**config.mk**
```make
export PLATFORM = sky130hd
export DESIGN_NAME = wis_ctrl
export DESIGN_NICKNAME = d
export VERILOG_FILES = /design/src/rtl/core/wis_pkg.sv /design/src/rtl/core/wis_ctrl.sv
export SDC_FILE = /design/constraint.sdc
export NUM_CORES = 1
export LEC_CHECK = 0
export BUFFER_PORTS_ARGS = -buffer_cell sky130_fd_sc_hd__clkbuf_2
export CORE_AREA = 2 2 42 44
export CTS_BUF_LIST = sky130_fd_sc_hd__clkbuf_4
export DETAILED_ROUTE_END_ITERATION = 16
export DIE_AREA = 0 0 44 46
export HOLD_SLACK_MARGIN = 0.1
export SLEW_MARGIN = 20
export SYNTH_ARGS = -nofsm -noshare
export SYNTH_HDL_FRONTEND = slang
export SYNTH_SLANG_ARGS = --single-unit
```
**constraint.sdc**
```tcl
create_clock -name clock -period 1.7 [get_ports clock]
set_input_delay 0.085 -clock clock [delete_from_list [all_inputs] [get_ports clock]]
set_output_delay 0.085 -clock clock [all_outputs]
set_load 0.05 [all_outputs]
```
**src/rtl/core/wis_pkg.sv**
```systemverilog
`timescale 1ns / 1ps
// Windowed information sum: shared types, constants and sequencer states.
// No dependencies; imported by every module of the block.
package wis_pkg;

   // Fixed-point format and datapath widths
   localparam int FRAC_BITS     = 16;
   localparam int ACC_W         = 48;                    // accumulator, signed
   localparam int TERM_W        = ACC_W;                 // quotient bits below the cap
   localparam int SUM_W         = TERM_W + 2;            // signed add of capped term
   localparam int MAG_W         = 63;                    // |S2*S0 - S1*S1|
   localparam int DEN_W         = 62;                    // S0*S0
   localparam int DIV_SHIFT     = TERM_W - FRAC_BITS;    // dividend bits preloaded
   localparam int DIV_CNT_W     = $clog2(TERM_W);
   localparam int MAX_LANDMARKS = 1024;
   localparam int LM_W          = $clog2(MAX_LANDMARKS);
   localparam int TIME_W        = 31;

   // CSR map: word index taken from paddr[CSR_ADDR_W-1:2]
   localparam int CSR_ADDR_W = 3;
   localparam logic [CSR_ADDR_W-3:0] REG_WINDOW_WIDTH = 1'b0;

   typedef struct packed {
      logic [30:0]        landmark_time;
      logic [30:0]        obs_time;
      logic               event_status;
      logic [30:0]        risk_sum;
      logic signed [31:0] first_moment;
      logic [30:0]        second_moment;
      logic [30:0]        penalty;
      logic               last_in_landmark;
   } wis_req_type;

   typedef struct packed {
      logic [9:0]         landmark_number;
      logic signed [47:0] neg_information;
      logic               saturated;
   } wis_rsp_type;

   typedef enum logic [2:0] {
      ST_IDLE,
      ST_MUL,
      ST_SUB,
      ST_LOAD,
      ST_DIV,
      ST_ACC,
      ST_PEN,
      ST_EMIT
   } wis_state_type;

   // Controller -> datapath
   typedef struct packed {
      logic load_item;
      logic mul_en;
      logic sub_en;
      logic div_load;
      logic div_step;
      logic acc_term;
      logic acc_pen;
      logic emit;
   } wis_cmd_type;

   // Datapath -> controller
   typedef struct packed {
      logic counts;     // item is an event inside the window
      logic cap;        // quotient would reach 2^TERM_W
      logic last;       // item closes its landmark
      logic out_free;   // result register can take a beat
   } wis_stat_type;

endpackage

```
**src/rtl/core/wis_ctrl.sv**
```systemverilog
`timescale 1ns / 1ps
// Windowed information sum: sequencer for one item at a time.
// Depends on wis_pkg.
module wis_ctrl import wis_pkg::*; (
   input  logic         clock,
   input  logic         reset,
   input  logic         req_valid,
   output logic         req_stall,
   input  wis_stat_type stat,
   output wis_cmd_type  cmd
);

   wis_state_type        state_ff, state_in;
   logic [DIV_CNT_W-1:0] cnt_ff, cnt_in;

   always_ff @(posedge clock) begin
      if (reset) begin
         state_ff <= ST_IDLE;
         cnt_ff   <= '0;
      end else begin
         state_ff <= state_in;
         cnt_ff   <= cnt_in;
      end
   end

   always_comb begin
      state_in  = state_ff;
      cnt_in    = cnt_ff;
      cmd       = '0;
      req_stall = 1'b1;
      case (state_ff)
         ST_IDLE: begin
            req_stall = 1'b0;
            if (req_valid) begin
               cmd.load_item = 1'b1;
               state_in      = ST_MUL;
            end
         end
         ST_MUL: begin
            cmd.mul_en = 1'b1;
            state_in   = ST_SUB;
         end
         ST_SUB: begin
            cmd.sub_en = 1'b1;
            state_in   = ST_LOAD;
         end
         ST_LOAD: begin
            cmd.div_load = 1'b1;
            cnt_in       = '0;
            state_in     = (stat.counts && !stat.cap) ? ST_DIV : ST_ACC;
         end
         ST_DIV: begin
            cmd.div_step = 1'b1;
            cnt_in       = cnt_ff + 1'b1;
            if (cnt_ff == DIV_CNT_W'(TERM_W - 1)) begin
               state_in = ST_ACC;
            end
         end
         ST_ACC: begin
            cmd.acc_term = 1'b1;
            state_in     = stat.last ? ST_PEN : ST_IDLE;
         end
         ST_PEN: begin
            cmd.acc_pen = 1'b1;
            state_in    = ST_EMIT;
         end
         ST_EMIT: begin
            if (stat.out_free) begin
               cmd.emit = 1'b1;
               state_in = ST_IDLE;
            end
         end
         default: begin
            state_in = ST_IDLE;
         end
      endcase
   end

endmodule

```
---- After elaboration in Yosys (flattened, before gate mapping) ----
Cells that the tools add are included.
operators by class
  reductions and logical operators ........ 5
  equality and inequality tests ........... 11
  shift-type cells ........................ 0
  multipliers ............................. 0
  $add $sub $neg .......................... 1
  bitwise logic cells ..................... 0
  multiplexer cells ....................... 18
  $lt $le $gt $ge ......................... 0
  div/mod/pow operators ................... 0
operator list
  kind                                                                    number
  3-bit one-hot mux with 8 select lines                                   1
  3-bit equality test (second input constant)                             4
  1-bit 2-to-1 mux                                                        12
  3-bit 2-to-1 mux                                                        4
  6-bit one-hot mux with 2 select lines                                   1
  6-bit by 1-bit adder with 6-bit output (second input constant)          1
  3-bit by 2-bit equality test with 1-bit output (second input constant)  2
  6-bit equality test (second input constant)                             1
  2-bit != test (second input constant)                                   3
  3-bit by 1-bit equality test with 1-bit output (second input constant)  1
  3-bit zero test                                                         1
  3-bit AND reduction                                                     1
  2-bit nonzero test                                                      1
  1-bit logical AND                                                       1
  1-bit zero test                                                         1
storage, ports and cells
  memories kept ........................... 0
  register bits ........................... 9
  bits in latches ......................... 0
  memory bits (writable) .................. 0
  ROM bits ................................ 0
  output and inout port bits .............. 9
  word-level logic and storage cells ...... 37
  input bits .............................. 7

---- Depth between registers and ports, before layout ----
  depth after elaboration ................. 4
  mapped depth ............................ 4
  gate-level depth less buffers ........... 4

---- Worst setup path before layout ----
No wires, ideal clock.
  path type ............................... flip-flop to output port
  start point ............................. register state_ff[1]
  end point ............................... output cmd[7] (netlist bit)
  stages on the path, launching flop included .. 4
  buffers on the path ..................... 1
  arrival ................................. 1.838 ns
  slack ................................... -0.223 ns
  required time ........................... 1.615 ns
  cell sequence ........................... dfxtp_1 buf_2 or3_1 nor2_1
RTL lines
  item                      RTL line        RTL
  start: declaration        wis_ctrl.sv:13  wis_state_type state_ff, state_in;
  start signal: assignment  wis_ctrl.sv:21  state_ff <= state_in;
  end: declaration          wis_ctrl.sv:10  output wis_cmd_type cmd

==> impl_metrics.csv <==
group,metric,value,unit
worst_hold_path,min_path_type,"in2reg",
drt,viasPerCell,5.286,
floorplanning,die_w,44,um
yosys,syn_area,594.3,um^2
yosys,ys_top_cells_by_area,"dfxtp_1 (30%), a21oi_1 (10%), a2111oi_2 (5.1%), and3_1 (4.2%), nand4b_4 (4.0%)",
placement,dp.final_hpwl,932.5,um
yosys,synth.avg_cell_area,8.031,um^2
drt,dr.first_iter.drc_count,10,
clocking,cts_sinks,9,
layout,synthToLayoutAreaGrowth,17.89,%
pwr,power,0.0005902,W
pwr,p_leak,0.3213,nW
timing,max_freq,652.0,MHz
layout,nets,97,
clocking,cts_max_path_buffers,2,
pwr,power.clock.fraction,30.5,%
yosys,yosys.area.top_type_share,30.32,%
yosys,synthArstFlopShare,0,%
layout,antenna_cells,0,
yosys,yosysSeqAreaShare,30.32,%
timing,hold_viol_final,0,
global_route,antenna_found_initial,0,
floorplanning,dieArea,2024,um^2
yosys,synthXorXnorAreaFrac,0,%
timing,finalCritPeriodShare,90.22,%
critical_path,critPathLaunch,"state_ff[1]$_SDFFE_PP0P_",
yosys,synth_edf_count,0,
yosys,synth_compound_area_share,21.47,%
layout,stdcell_area,700.7,um^2
clocking,cts_root_buffer,"clkbuf_4",
job,max_cap_violations,0,
drt,wl_per_cell,11.84,um
critical_path,critPathKind,"reg2out",
timing,tightest_slew,0.3279,ns
critical_path,critPathCaptureType,"output port",
pwr,switching_share,36.48,%
layout,fin_cells,105,
placement,portBuffers,15,
clocking,cts_buffers,3,
timing,final.setup.tns,0,ns
yosys,synth_ff_type,"dfxtp_1",
layout,final_cell_mix,"clkbuf_2 (15), a21oi_1 (12), dfxtp_1 (6)",
pwr,power_frac_seq,42.4,%
layout,drive_gt1_share,31.82,%
critical_path,worstSetupStartpointType,"flip-flop",
pwr,ir_drop,0.5113,mV
global_route,grt.total_usage,13.45,%
layout,final_common_cell,"clkbuf_2",
floorplanning,fp.coreArea,1614,um^2
placement,dpl.cell_count,101,
clocking,cts_setup_buffers,0,
drt,totalWireLength,1243,um
critical_path,rr_startpoint,"cnt_ff[0]$_SDFFE_PP0P_",
global_route,grt_max_degree,15,
layout,postLayoutCoreUtil,43.41,%
placement,place_area,660.6,um^2
yosys,yosys.area_share.simple,37.47,%
timing,setup_viol,0,
timing,drv_slew,0,
yosys,synth_top_cell_by_area,"dfxtp_1",
yosys,muxShareOfSynthArea,0,%
yosys,synth_seq_cells,9,
drt,drc_errors,0,
drt,num_vias,555,
pwr,p_int,0.0003749,W
critical_path,crit_arrival,1.45,ns
timing,fin_crit,1.534,ns
yosys,yosys.area_share.adder,2.105,%
clocking,htree_levels,1,
clocking,cts_tree,"built",
timing,rsz0062_at_grt,"no",
pwr,p_sw,0.0002153,W
timing,relSlewSlack,78.14,%
drt,ant_nets,0,
global_route,grt_pass1_wl,1959,um
run_status,outcome,"completed",
timing,finClkSkew,0.004978,ns
critical_path,required,1.62,ns
floorplanning,ios,16,
critical_path,crit_path_max_fanout,14,
worst_hold_path,hold_start,"reset",
global_route,grt_pass1_vias,459,
pwr,comb_power_share,27.1,%
clocking,insertion_delay,0.26,ns
floorplanning,row_count,15,
yosys,syn_inst,74,
pwr,power_density,842.3,nW/um^2
yosys,synthDistinctLibCells,31,
clocking,clk_pin_slew_worst_paths,0.06,ns
placement,gpl.final_weighted_congestion,0.7664,
floorplanning,die_h,46,um
drt,firstDrtPassIters,4,
yosys,synth_top_family_by_area,"simple AND/OR/NAND/NOR gates",
global_route,overflow,0,
floorplanning,start_util,36.82,%
yosys,synthesis.nets,82,
yosys,yosys_warnings,0,
## cell type report
| type | count | area [um^2] |
|---|---|---|
| Timing Repair Buffer | 15 | 75.07 |
| Clock buffer | 4 | 30.03 |
| Multi-Input combinational cell | 55 | 371.6 |
| Sequential cell | 9 | 183.9 |
| Inverter | 5 | 18.77 |
| Fill cell | 165 | 913.4 |
| Tap cell | 17 | 21.27 |
## state kept, by name (all words and copies together) (netlist names)
register,flops
state_ff,3
cnt_ff,6
## cells by family (layout without fill, tap and decap cells)
kind of cell,count (synthesis),after routing
buffers and inverters,10,24
DFF,9,9
AOI/OAI and AO/OA,19,19
and+or+nand+nor,35,35
adders and majority gates,1,1
## synthesized netlist by cell type, types with 2 or more instances
cell type,instances
inv_1,4
or3_1,3
a21oi_1,12
nor3_1,2
o21ai_1,2
buf_2,2
nand2_1,2
a2111oi_2,2
nand3_1,3
o221ai_1,2
nand2b_1,3
nor2_1,6
nor4_1,2
and3_1,4
dfxtp_1,9
## critical path, cell delays in order (launching register included)
cell and delay [ns]:
dfxtp_2 0.40, or3_1 0.42, nor2_2 0.09, clkbuf_2 0.27
## path summary, 6_finish.rpt
path	to	slack [ns]	cells past startpoint
worst min register to register	cnt_ff[3]$_SDFFE_PP0P_	0.51	2
worst min-delay path	cnt_ff[0]$_SDFFE_PP0P_	0.15	2
worst max-delay path	cmd[7]	0.17	3
worst max register to register	state_ff[0]$_SDFFE_PP0P_	0.20	4
## metal layers
metal	wire length [um]	part of all wire [%]	global-route usage, %
met1	607	49	16.67
met2	581	47	21.18
met3	54	4.3	5.952
met4	0	0	3.636
met5	0	0	0
## metrics by stage
step	hold WS, ns	setup slack (ns)
global route	0.1771	0.03937
floorplan	0.3051	0.001537
finish	0.1485	0.1662
global placement	0.4324	0.2469
detailed placement	0.4424	0.2394
CTS	0.1520	0.02601
## repair_timing
| item | in CTS | in global routing |
|---|---|---|
| hold buffers | 0 | 0 |
| endpoints found under the setup margin | 1 | 6 |
| gates resized for setup | 1 | 3 |
## power by group through the flow
stage	combinational [W]	clock [W]	sequential [W]
6_report	0.000160	0.000180	0.000250
5_1_grt	0.000172	0.000197	0.000253
4_1_cts	0.000161	0.000188	0.000248
3_5_place_dp	0.000160	0	0.000251
3_3_place_gp	0.000160	0	0.000251
2_1_floorplan	0.000152	0	0.000233
(Power assumes the default switching activity.)
